<file path="config.mk">
export PLATFORM = sky130hd
export DESIGN_NAME = first_fit_heap_allocator_unit
export DESIGN_NICKNAME = d
export VERILOG_FILES = /design/src/hdl/ffha_pkg.sv /design/src/hdl/ffha_ctrl.sv /design/src/hdl/ffha_dp.sv /design/src/hdl/first_fit_heap_allocator_unit.sv
export SDC_FILE = /design/constraint.sdc
export NUM_CORES = 2
export LEC_CHECK = 0
export BUFFER_PORTS_ARGS = -buffer_cell sky130_fd_sc_hd__buf_2
export CAP_MARGIN = 20
export CELL_PAD_IN_SITES_DETAIL_PLACEMENT = 0
export CELL_PAD_IN_SITES_GLOBAL_PLACEMENT = 1
export CORE_MARGIN = 2
export CORE_UTILIZATION = 40
export DETAILED_ROUTE_END_ITERATION = 10
export GPL_ROUTABILITY_DRIVEN = 0
export PLACE_DENSITY_LB_ADDON = 0.25
export SYNTH_ARGS = -nofsm -noshare
export SYNTH_HDL_FRONTEND = slang
export SYNTH_SLANG_ARGS = --single-unit
export TNS_END_PERCENT = 1
</file>
<file path="constraint.sdc">
create_clock -name clk -period 9.2 [get_ports clk]
set_input_delay 0.92 -clock clk [delete_from_list [all_inputs] [get_ports clk]]
set_output_delay 0.92 -clock clk [all_outputs]
set_load 0.005 [all_outputs]
</file>
<file path="src/hdl/ffha_pkg.sv">
// ffha_pkg: shared types and codes for the first-fit heap allocator
// payload structs, result status codes, controller/datapath command and status
// no dependencies
`default_nettype none

package ffha_pkg;

	localparam int unsigned SIZE_W  = 22;
	localparam int unsigned COUNT_W = 23;
	localparam int unsigned PAD_BYTES = 4;
	localparam logic [COUNT_W-1:0] COUNT_MAX = {COUNT_W{1'b1}};
	localparam logic [COUNT_W-1:0] HEAP_RESET = 23'd1048576;

	typedef enum logic [2:0] {
		ST_OK        = 3'd0,
		ST_NULL      = 3'd1,
		ST_NO_MEMORY = 3'd2,
		ST_TABLE_FULL = 3'd3,
		ST_BAD_FREE  = 3'd4
	} status_t;

	typedef enum logic {
		KIND_ALLOC = 1'b0,
		KIND_FREE  = 1'b1
	} kind_t;

	typedef struct packed {
		logic              kind;
		logic [SIZE_W-1:0] request_bytes;
		logic [SIZE_W-1:0] payload_offset;
	} ffha_in_t;

	typedef struct packed {
		status_t            status;
		logic [SIZE_W-1:0]  result_offset;
		logic               was_reused;
		logic [COUNT_W-1:0] bytes_used;
	} ffha_out_t;

	typedef enum logic [1:0] {
		S_IDLE = 2'd0,
		S_WALK = 2'd1
	} ctrl_state_t;

	typedef struct packed {
		logic load;
		logic step;
		logic finish;
	} ffha_cmd_t;

	typedef struct packed {
		logic zero_req;
		logic walk_end;
		logic hit;
	} ffha_sts_t;

endpackage

`default_nettype wire

</file>
<file path="src/hdl/ffha_ctrl.sv">
// ffha_ctrl: request sequencer for the first-fit heap allocator
// accepts a request, steps the block walk, commits and owns the result valid
// depends on ffha_pkg
`default_nettype none

module ffha_ctrl (
	input  wire                 clk,
	input  wire                 arst_n,
	input  wire                 req_valid,
	output logic                req_stall,
	output logic                rsp_valid,
	input  wire                 rsp_stall,
	input  ffha_pkg::ffha_sts_t sts,
	output ffha_pkg::ffha_cmd_t cmd
);
	import ffha_pkg::*;

	ctrl_state_t state_q, state_nxt;
	logic        rsp_valid_q;
	logic        done;
	logic        out_free;

	assign done     = sts.zero_req || sts.walk_end || sts.hit;
	assign out_free = !rsp_valid_q || !rsp_stall;

	always_comb begin
		state_nxt = state_q;
		case (state_q)
			S_IDLE: begin
				if (req_valid)
					state_nxt = S_WALK;
			end
			S_WALK: begin
				if (done && out_free)
					state_nxt = S_IDLE;
			end
			default: state_nxt = S_IDLE;
		endcase
	end

	always_comb begin
		cmd = '0;
		case (state_q)
			S_IDLE: begin
				cmd.load = req_valid;
			end
			S_WALK: begin
				cmd.finish = done && out_free;
				cmd.step   = !done;
			end
			default: cmd = '0;
		endcase
	end

	always_ff @(posedge clk or negedge arst_n) begin
		if (!arst_n) begin
			state_q     <= S_IDLE;
			rsp_valid_q <= 1'b0;
		end else begin
			state_q <= state_nxt;
			if (cmd.finish)
				rsp_valid_q <= 1'b1;
			else if (!rsp_stall)
				rsp_valid_q <= 1'b0;
		end
	end

	assign req_stall = (state_q != S_IDLE);
	assign rsp_valid = rsp_valid_q;

endmodule

`default_nettype wire

</file>
<file path="src/hdl/ffha_dp.sv">
// ffha_dp: datapath of the first-fit heap allocator
// block size memory, busy flags, walk offset, heap top, byte count, result register
// depends on ffha_pkg
`default_nettype none

module ffha_dp #(
	parameter int unsigned MAX_BLOCKS   = 64,
	parameter int unsigned HEADER_BYTES = 8,
	parameter int unsigned OFFSET_BITS  = 22
) (
	input  wire                           clk,
	input  wire                           arst_n,
	input  wire                           cfg_we,
	input  wire  [ffha_pkg::COUNT_W-1:0]  cfg_wdata,
	input  ffha_pkg::ffha_in_t            req,
	input  ffha_pkg::ffha_cmd_t           cmd,
	output ffha_pkg::ffha_sts_t           sts,
	output ffha_pkg::ffha_out_t           rsp
);
	import ffha_pkg::*;

	localparam int unsigned IDX_W = (MAX_BLOCKS > 1) ? $clog2(MAX_BLOCKS) : 1;
	localparam int unsigned CNT_W = $clog2(MAX_BLOCKS + 1);
	localparam logic [CNT_W-1:0] CNT_MAX = CNT_W'(MAX_BLOCKS);
	localparam logic [4:0] HDR = 5'(HEADER_BYTES);
	localparam logic [5:0] SPAN_EXTRA = 6'(HEADER_BYTES + PAD_BYTES);
	localparam longint unsigned OFF_MASK_L = (64'd1 << OFFSET_BITS) - 64'd1;
	localparam logic [23:0] OFF_MASK = 24'(OFF_MASK_L);

	logic [SIZE_W-1:0]  mem [MAX_BLOCKS];
	logic [SIZE_W-1:0]  size_rd_q;
	logic [IDX_W-1:0]   rd_addr;
	logic               wr_en;

	logic [MAX_BLOCKS-1:0] busy_q;
	logic [CNT_W-1:0]      total_q;
	logic [CNT_W-1:0]      cur_q;
	logic [CNT_W-1:0]      cur_inc;
	logic [COUNT_W-1:0]    pos_q;
	logic [COUNT_W-1:0]    top_q;
	logic [COUNT_W-1:0]    used_q;
	logic [COUNT_W-1:0]    heap_q;

	logic                  kind_q;
	logic [SIZE_W-1:0]     req_bytes_q;
	logic [SIZE_W-1:0]     target_q;

	logic                  is_free;
	logic                  cur_busy;
	logic [IDX_W-1:0]      cur_idx;
	logic [23:0]           pos_hdr;
	logic [23:0]           free_sub;
	logic [COUNT_W-1:0]    used_after_free;
	logic [24:0]           reuse_sum;
	logic [24:0]           append_sum;
	logic [COUNT_W-1:0]    used_after_reuse;
	logic [COUNT_W-1:0]    used_after_append;
	logic [24:0]           top_req_hdr;
	logic [24:0]           new_top;
	logic [23:0]           payload;
	logic                  no_memory;
	logic                  table_full;
	logic                  append_ok;
	logic                  free_hit;
	logic                  alloc_hit;

	assign is_free  = (kind_q == KIND_FREE);
	assign cur_idx  = cur_q[IDX_W-1:0];
	assign cur_busy = busy_q[cur_idx];
	assign cur_inc  = cur_q + CNT_W'(1);

	assign pos_hdr   = {1'b0, pos_q} + 24'(HDR);
	assign free_hit  = is_free && (pos_hdr == {2'b00, target_q});
	assign alloc_hit = !is_free && !cur_busy && (size_rd_q >= req_bytes_q);

	assign sts.zero_req = !is_free && (req_bytes_q == '0);
	assign sts.walk_end = (cur_q == total_q);
	assign sts.hit      = (cur_q != total_q) && (free_hit || alloc_hit);

	// freeing subtracts stored size plus header, floor at zero
	assign free_sub        = {2'b00, size_rd_q} + 24'(HDR);
	assign used_after_free = ({1'b0, used_q} > free_sub)
		? COUNT_W'({1'b0, used_q} - free_sub) : '0;

	assign reuse_sum        = {2'b00, used_q} + {3'b000, req_bytes_q} + 25'(HDR);
	assign used_after_reuse = (reuse_sum > {2'b00, COUNT_MAX})
		? COUNT_MAX : reuse_sum[COUNT_W-1:0];
	assign append_sum        = reuse_sum + 25'(PAD_BYTES);
	assign used_after_append = (append_sum > {2'b00, COUNT_MAX})
		? COUNT_MAX : append_sum[COUNT_W-1:0];

	assign top_req_hdr = {2'b00, top_q} + {3'b000, req_bytes_q} + 25'(HDR);
	assign new_top     = top_req_hdr + 25'(PAD_BYTES);
	assign payload     = {1'b0, top_q} + 24'(HDR);
	assign no_memory   = (top_req_hdr >= {2'b00, heap_q})
		|| (new_top > {2'b00, COUNT_MAX})
		|| ((payload & ~OFF_MASK) != '0);
	assign table_full  = (total_q >= CNT_MAX);
	assign append_ok   = !is_free && !sts.zero_req && sts.walk_end
		&& !no_memory && !table_full;
	assign wr_en       = cmd.finish && append_ok;

	always_comb begin
		if (cmd.load)
			rd_addr = '0;
		else if (cmd.step)
			rd_addr = cur_inc[IDX_W-1:0];
		else
			rd_addr = cur_idx;
	end

	always_ff @(posedge clk) begin
		if (wr_en)
			mem[total_q[IDX_W-1:0]] <= req_bytes_q;
	end

	always_ff @(posedge clk) begin
		size_rd_q <= mem[rd_addr];
	end

	always_ff @(posedge clk) begin
		if (cmd.load) begin
			kind_q      <= req.kind;
			req_bytes_q <= req.request_bytes;
			target_q    <= req.payload_offset;
		end
	end

	always_ff @(posedge clk or negedge arst_n) begin
		if (!arst_n) begin
			cur_q <= '0;
			pos_q <= '0;
		end else if (cmd.load) begin
			cur_q <= '0;
			pos_q <= '0;
		end else if (cmd.step) begin
			cur_q <= cur_inc;
			pos_q <= pos_q + {1'b0, size_rd_q} + COUNT_W'(SPAN_EXTRA);
		end
	end

	always_ff @(posedge clk or negedge arst_n) begin
		if (!arst_n) begin
			heap_q <= HEAP_RESET;
		end else if (cfg_we) begin
			heap_q <= cfg_wdata;
		end
	end

	always_ff @(posedge clk or negedge arst_n) begin
		if (!arst_n) begin
			busy_q  <= '0;
			total_q <= '0;
			top_q   <= '0;
			used_q  <= '0;
		end else if (cmd.finish) begin
			if (is_free) begin
				if (sts.hit) begin
					busy_q[cur_idx] <= 1'b0;
					used_q          <= used_after_free;
				end
			end else if (!sts.zero_req) begin
				if (sts.hit) begin
					busy_q[cur_idx] <= 1'b1;
					used_q          <= used_after_reuse;
				end else if (append_ok) begin
					busy_q[total_q[IDX_W-1:0]] <= 1'b1;
					total_q <= total_q + CNT_W'(1);
					top_q   <= new_top[COUNT_W-1:0];
					used_q  <= used_after_append;
				end
			end
		end
	end

	// result register, loaded with the post-request count
	always_ff @(posedge clk) begin
		if (cmd.finish) begin
			if (is_free) begin
				rsp.status        <= sts.hit ? ST_OK : ST_BAD_FREE;
				rsp.result_offset <= '0;
				rsp.was_reused    <= 1'b0;
				rsp.bytes_used    <= sts.hit ? used_after_free : used_q;
			end else if (sts.zero_req) begin
				rsp.status        <= ST_NULL;
				rsp.result_offset <= '0;
				rsp.was_reused    <= 1'b0;
				rsp.bytes_used    <= used_q;
			end else if (sts.hit) begin
				rsp.status        <= ST_OK;
				rsp.result_offset <= SIZE_W'(pos_hdr & OFF_MASK);
				rsp.was_reused    <= 1'b1;
				rsp.bytes_used    <= used_after_reuse;
			end else if (no_memory) begin
				rsp.status        <= ST_NO_MEMORY;
				rsp.result_offset <= '0;
				rsp.was_reused    <= 1'b0;
				rsp.bytes_used    <= used_q;
			end else if (table_full) begin
				rsp.status        <= ST_TABLE_FULL;
				rsp.result_offset <= '0;
				rsp.was_reused    <= 1'b0;
				rsp.bytes_used    <= used_q;
			end else begin
				rsp.status        <= ST_OK;
				rsp.result_offset <= SIZE_W'(payload & OFF_MASK);
				rsp.was_reused    <= 1'b0;
				rsp.bytes_used    <= used_after_append;
			end
		end
	end

endmodule

`default_nettype wire

</file>
<file path="src/hdl/first_fit_heap_allocator_unit.sv">
// first_fit_heap_allocator_unit: first-fit heap allocator, top level
// a request walks the table to a hit, a zero size or the end; then its result is registered
// throughput: one request at a time; one size table entry read per cycle
// a finished result waits in an output register while the next request is taken
// reset: async active low; busy flags, block count, heap top and byte count clear,
// heap size returns to 1048576, size table contents undefined until written
`default_nettype none

module first_fit_heap_allocator_unit #(
	parameter int unsigned MAX_BLOCKS   = 64,
	parameter int unsigned HEADER_BYTES = 8,
	parameter int unsigned OFFSET_BITS  = 22
) (
	input  wire                          clk,
	input  wire                          arst_n,
	input  wire                          cfg_we,
	input  wire  [ffha_pkg::COUNT_W-1:0] cfg_wdata,
	input  wire                          req_valid,
	output logic                         req_stall,
	input  ffha_pkg::ffha_in_t           req,
	output logic                         rsp_valid,
	input  wire                          rsp_stall,
	output ffha_pkg::ffha_out_t          rsp
);
	import ffha_pkg::*;

	ffha_cmd_t cmd;
	ffha_sts_t sts;

	ffha_ctrl u_ctrl (
		.clk       (clk),
		.arst_n    (arst_n),
		.req_valid (req_valid),
		.req_stall (req_stall),
		.rsp_valid (rsp_valid),
		.rsp_stall (rsp_stall),
		.sts       (sts),
		.cmd       (cmd)
	);

	ffha_dp #(
		.MAX_BLOCKS   (MAX_BLOCKS),
		.HEADER_BYTES (HEADER_BYTES),
		.OFFSET_BITS  (OFFSET_BITS)
	) u_dp (
		.clk       (clk),
		.arst_n    (arst_n),
		.cfg_we    (cfg_we),
		.cfg_wdata (cfg_wdata),
		.req       (req),
		.cmd       (cmd),
		.sts       (sts),
		.rsp       (rsp)
	);

endmodule

`default_nettype wire
</file>
==> results_dict.tcl <==
set metrics [dict create \
    status "finished, final reports clean" \
    clkLatencyLatePin_ps 850 \
    cellLeakagePower_nw 32.0 \
    avgSynthCellArea_um2 11.4 \
    antenna_found_initial 7 \
    min_period_ps 7960 \
    grt_max_degree 114 \
    fin_crit_sh_pct 86.5 \
    cp.arrival_ps 8450 \
    post_drt_wl_per_cell_um 27.0 \
    htree_num_levels 4 \
    synthTopCellsByArea "edfxtp_1 57%, nand2_1 7.9%, dfrtp_1 5.5%, nand3_1 4.7%, ha_1 2.7%" \
    pwr_density_cell_mw_per_mm2 378 \
    syn_inst 6896 \
    clkSinkCount 1696 \
    cp_common_cell "buf_4" \
    setup_violations 0 \
    synth_top_area_cell "edfxtp_1" \
    slew_headroom_pct 20.7 \
    cts_resized 0 \
    drt_wl_total_mm 264 \
    port_buffers 123 \
    fin_total_pwr_mw 33.5 \
    yosysTopAreaCellShare_pct 57.5 \
    yosysUniqueCellTypes 120 \
    drive_gt1_share_pct 10.7 \
    synthArstFlopShare_pct 10.1 \
    rsz0062_at_grt "false" \
    cts_buffers 182 \
    placed_cell_area_mm2 0.0826 \
    gr-total-overflow 0 \
    ys_seq_elements 1696 \
    critPathTopFamily "compound AO/OA/AOI/OAI gates" \
    area_growth_pct 12.7 \
    vias 56600 \
    fin_skew_ps 68.6 \
    clkPwrFrac_pct 21.6 \
    vias_per_cell 5.80 \
    synth.cell_area_mm2 0.0785 \
    start_util_pct 40.3 \
    cts_hold_buf 0 \
    setup_tns_ps 0 \
    core-area_mm2 0.195 \
    crit_chain "buf_4 -> ha_1 -> fa_1 -> a211oi_1 -> o21ai_2 -> a41oi_1 -> xnor2_1 -> nand3_1 -> nor4_2 -> nand4b_1 -> nor4b_2 -> xor2_1 -> nor2_1 -> a21boi_1 -> a21boi_2 -> buf_4 -> nand2b_1 -> mux2i_1 -> o221ai_1" \
    drtPass1Iterations 6 \
    crit_path_start_kind "flop" \
    place_hpwl_mm 168 \
    fillers 18000 \
    worstPathMaxFanout 24 \
    combPwrFrac_pct 50.4 \
    rows 162 \
    switching_share_pct 47.4 \
    p_int_mw 17.6 \
    cts_root_buf "clkbuf_16" \
    fp.dieW_um 447 \
    cap_violations 0 \
    grt_pass1_wl_mm 379 \
    worstReg2RegStart "u_dp.req_bytes_q[0]$_DFFE_PP_" \
    cts_tree "built" \
    finalHoldViolations 0 \
    multiInputGateArea_mm2 0.0266 \
    hold_class "primary input to async pin" \
    cp.required_ps 9700 \
    critPathKind "flop to flop" \
    timing.rr.end "u_dp.rsp[6]$_DFFE_PP_" \
    track_usage_pct 25.9 \
    yosys_warnings 0 \
    crit_slowest_cell "a21boi_1" \
    io_pins 124 \
    ant_nets 0 \
    seqCellArea_mm2 0.0498 \
    design_area_mm2 0.0885 \
    setup_slack_ps 1240 \
    tightest_slew_ps 1190 \
    die_h_um 447 \
    ys_seq_area_share_pct 63.5 \
    rr_worst_depth 19 \
    slew_viol_final 0 \
    synth_edf_count 1502 \
    nets 7223 \
    remaining_drc_errors 0 \
    fmax_ghz 0.126 \
    post_cts_buffers 0 \
    end_kind "flop" \
    drt_iter0_markers 6697 \
    cts.clk_slew.worst_paths_ps 50 \
    dp_slack_ps 1200 \
    rrSetupSlack_ps 1240 \
    slowest_delay_ps 870 \
    syn_nets 7142 \
    ys.flop_type "edfxtp_1" \
    grt_pass1_vias 52800 \
    dieArea_mm2 0.200 \
    clockBufferDepth 3 \
    p_sw_mw 15.9 \
    ir_drop_mv 0.309 \
    power_frac_seq_pct 28.1 \
    critPathBufInv 2 \
]
## power groups by stage
stage | clock network, mW | registers [mW] | logic [mW]
finish | 7.22 | 9.39 | 16.9
global route | 7.61 | 9.41 | 18.1
CTS | 7.32 | 9.38 | 16.8
detailed placement | 0 | 9.54 | 16.7
global placement | 0 | 9.53 | 16.6
floorplan | 0 | 9.29 | 10.3
## state kept, by name, indices dropped and copies added, names as in the netlist, 23 cells and up
name	count
u_dp.top_q	23
u_dp.mem	1408
u_dp.pos_q	23
u_dp.busy_q	64
u_dp.used_q	23
u_dp.heap_q	23
u_dp.rsp	49
## per-stage QoR
stage / hold WS, ps / utilization, % / std cells
after detailed placement: 472 / 42.4 / 9415
after global routing: 230 / 45.4 / 9753
after global placement: 462 / 42.3 / 9413
after floorplan: 449 / - / 6896
final: 226 / 45.4 / 9758
after CTS: 215 / 45.4 / 9751
## cells in the mapped netlist, drive strengths merged, types with 15 or more instances
master  number
nor2b       24
a311oi      79
inv        132
a211oi      30
nor4        79
a21o        40
a221oi      15
o31ai       23
o41ai       45
nand2b      17
dfxtp       22
a32oi       22
nor3        73
dfrtp      171
or2         16
ha         169
and3       103
or3         39
a31oi       96
a21oi      264
and2        27
o21a        26
nand4       57
clkbuf     344
o21ai      195
nand3      737
nor2       215
xnor2      130
mux2        53
o211ai      25
nand2     1662
edfxtp    1502
buf         80
a22o        17
mux2i       35
xor2        83
o22ai       24
## layer usage
metal | vias up | global-route usage (%) | share of wire (%)
met5 | - | 0 | 0.012
met4 | 4 | 9.27 | 3.8
met3 | 427 | 3.86 | 7.5
met2 | 2353 | 41.0 | 47
met1 | 28400 | 36.2 | 42
li1 | 25500 | - | -
## placed cells by master, fill, tap and decap left out, types with 25 or more instances in the layout
cell type / n
a21o_1: 38
a21oi_1: 264
a311oi_1: 79
a31oi_1: 96
and3_1: 103
buf_2: 123
buf_4: 177
clkbuf_1: 47
clkbuf_16: 184
clkinv_1: 42
clkinv_2: 29
dfrtp_1: 171
edfxtp_1: 1502
ha_1: 169
inv_1: 126
mux2_2: 36
mux2i_1: 35
nand2_1: 1660
nand3_1: 735
nand4_1: 57
nor2_1: 147
nor2_2: 67
nor3_1: 72
nor4_1: 74
o21a_1: 25
o21ai_0: 178
o41ai_1: 45
or3_1: 38
xnor2_1: 128
xor2_1: 82
## kinds of logic after synthesis
kind of cell | synth area share [%]
flip-flops | 63.5
multiplexers | 1.29
AO/OA/AOI/OAI | 8.88
AND/OR/NAND/NOR | 17.9
buffers and inverters | 2.83
XOR/XNOR | 2.81
adder cells (fa/ha/maj) | 2.80
## final cells by class
class,instances,share of cell area (%)
sequential,1696,56.3
multi-input combinational,4641,30.1
clock buffer,237,5.50
tap,2624,3.71
timing repair buffer,321,2.68
clock inverter,99,1.09
inverter,135,0.595
antenna,5,0.0141
## worst max-delay path by stage
stage                                    from                           to  depth (start not counted)
2_1_floorplan   u_dp.req_bytes_q[0]$_DFFE_PP_    u_dp.mem[44][0]$_DFFE_PP_                         28
3_3_place_gp   u_dp.req_bytes_q[18]$_DFFE_PP_   u_dp.size_rd_q[20]$_DFF_P_                         20
3_5_place_dp   u_dp.req_bytes_q[18]$_DFFE_PP_   u_dp.size_rd_q[20]$_DFF_P_                         20
4_1_cts        u_dp.req_bytes_q[18]$_DFFE_PP_   u_dp.size_rd_q[20]$_DFF_P_                         20
5_1_grt         u_dp.req_bytes_q[0]$_DFFE_PP_  u_dp.used_q[16]$_DFFE_PN0P_                         24
6_report        u_dp.req_bytes_q[0]$_DFFE_PP_        u_dp.rsp[6]$_DFFE_PP_                         19
Power figures use the tool's default switching activity.
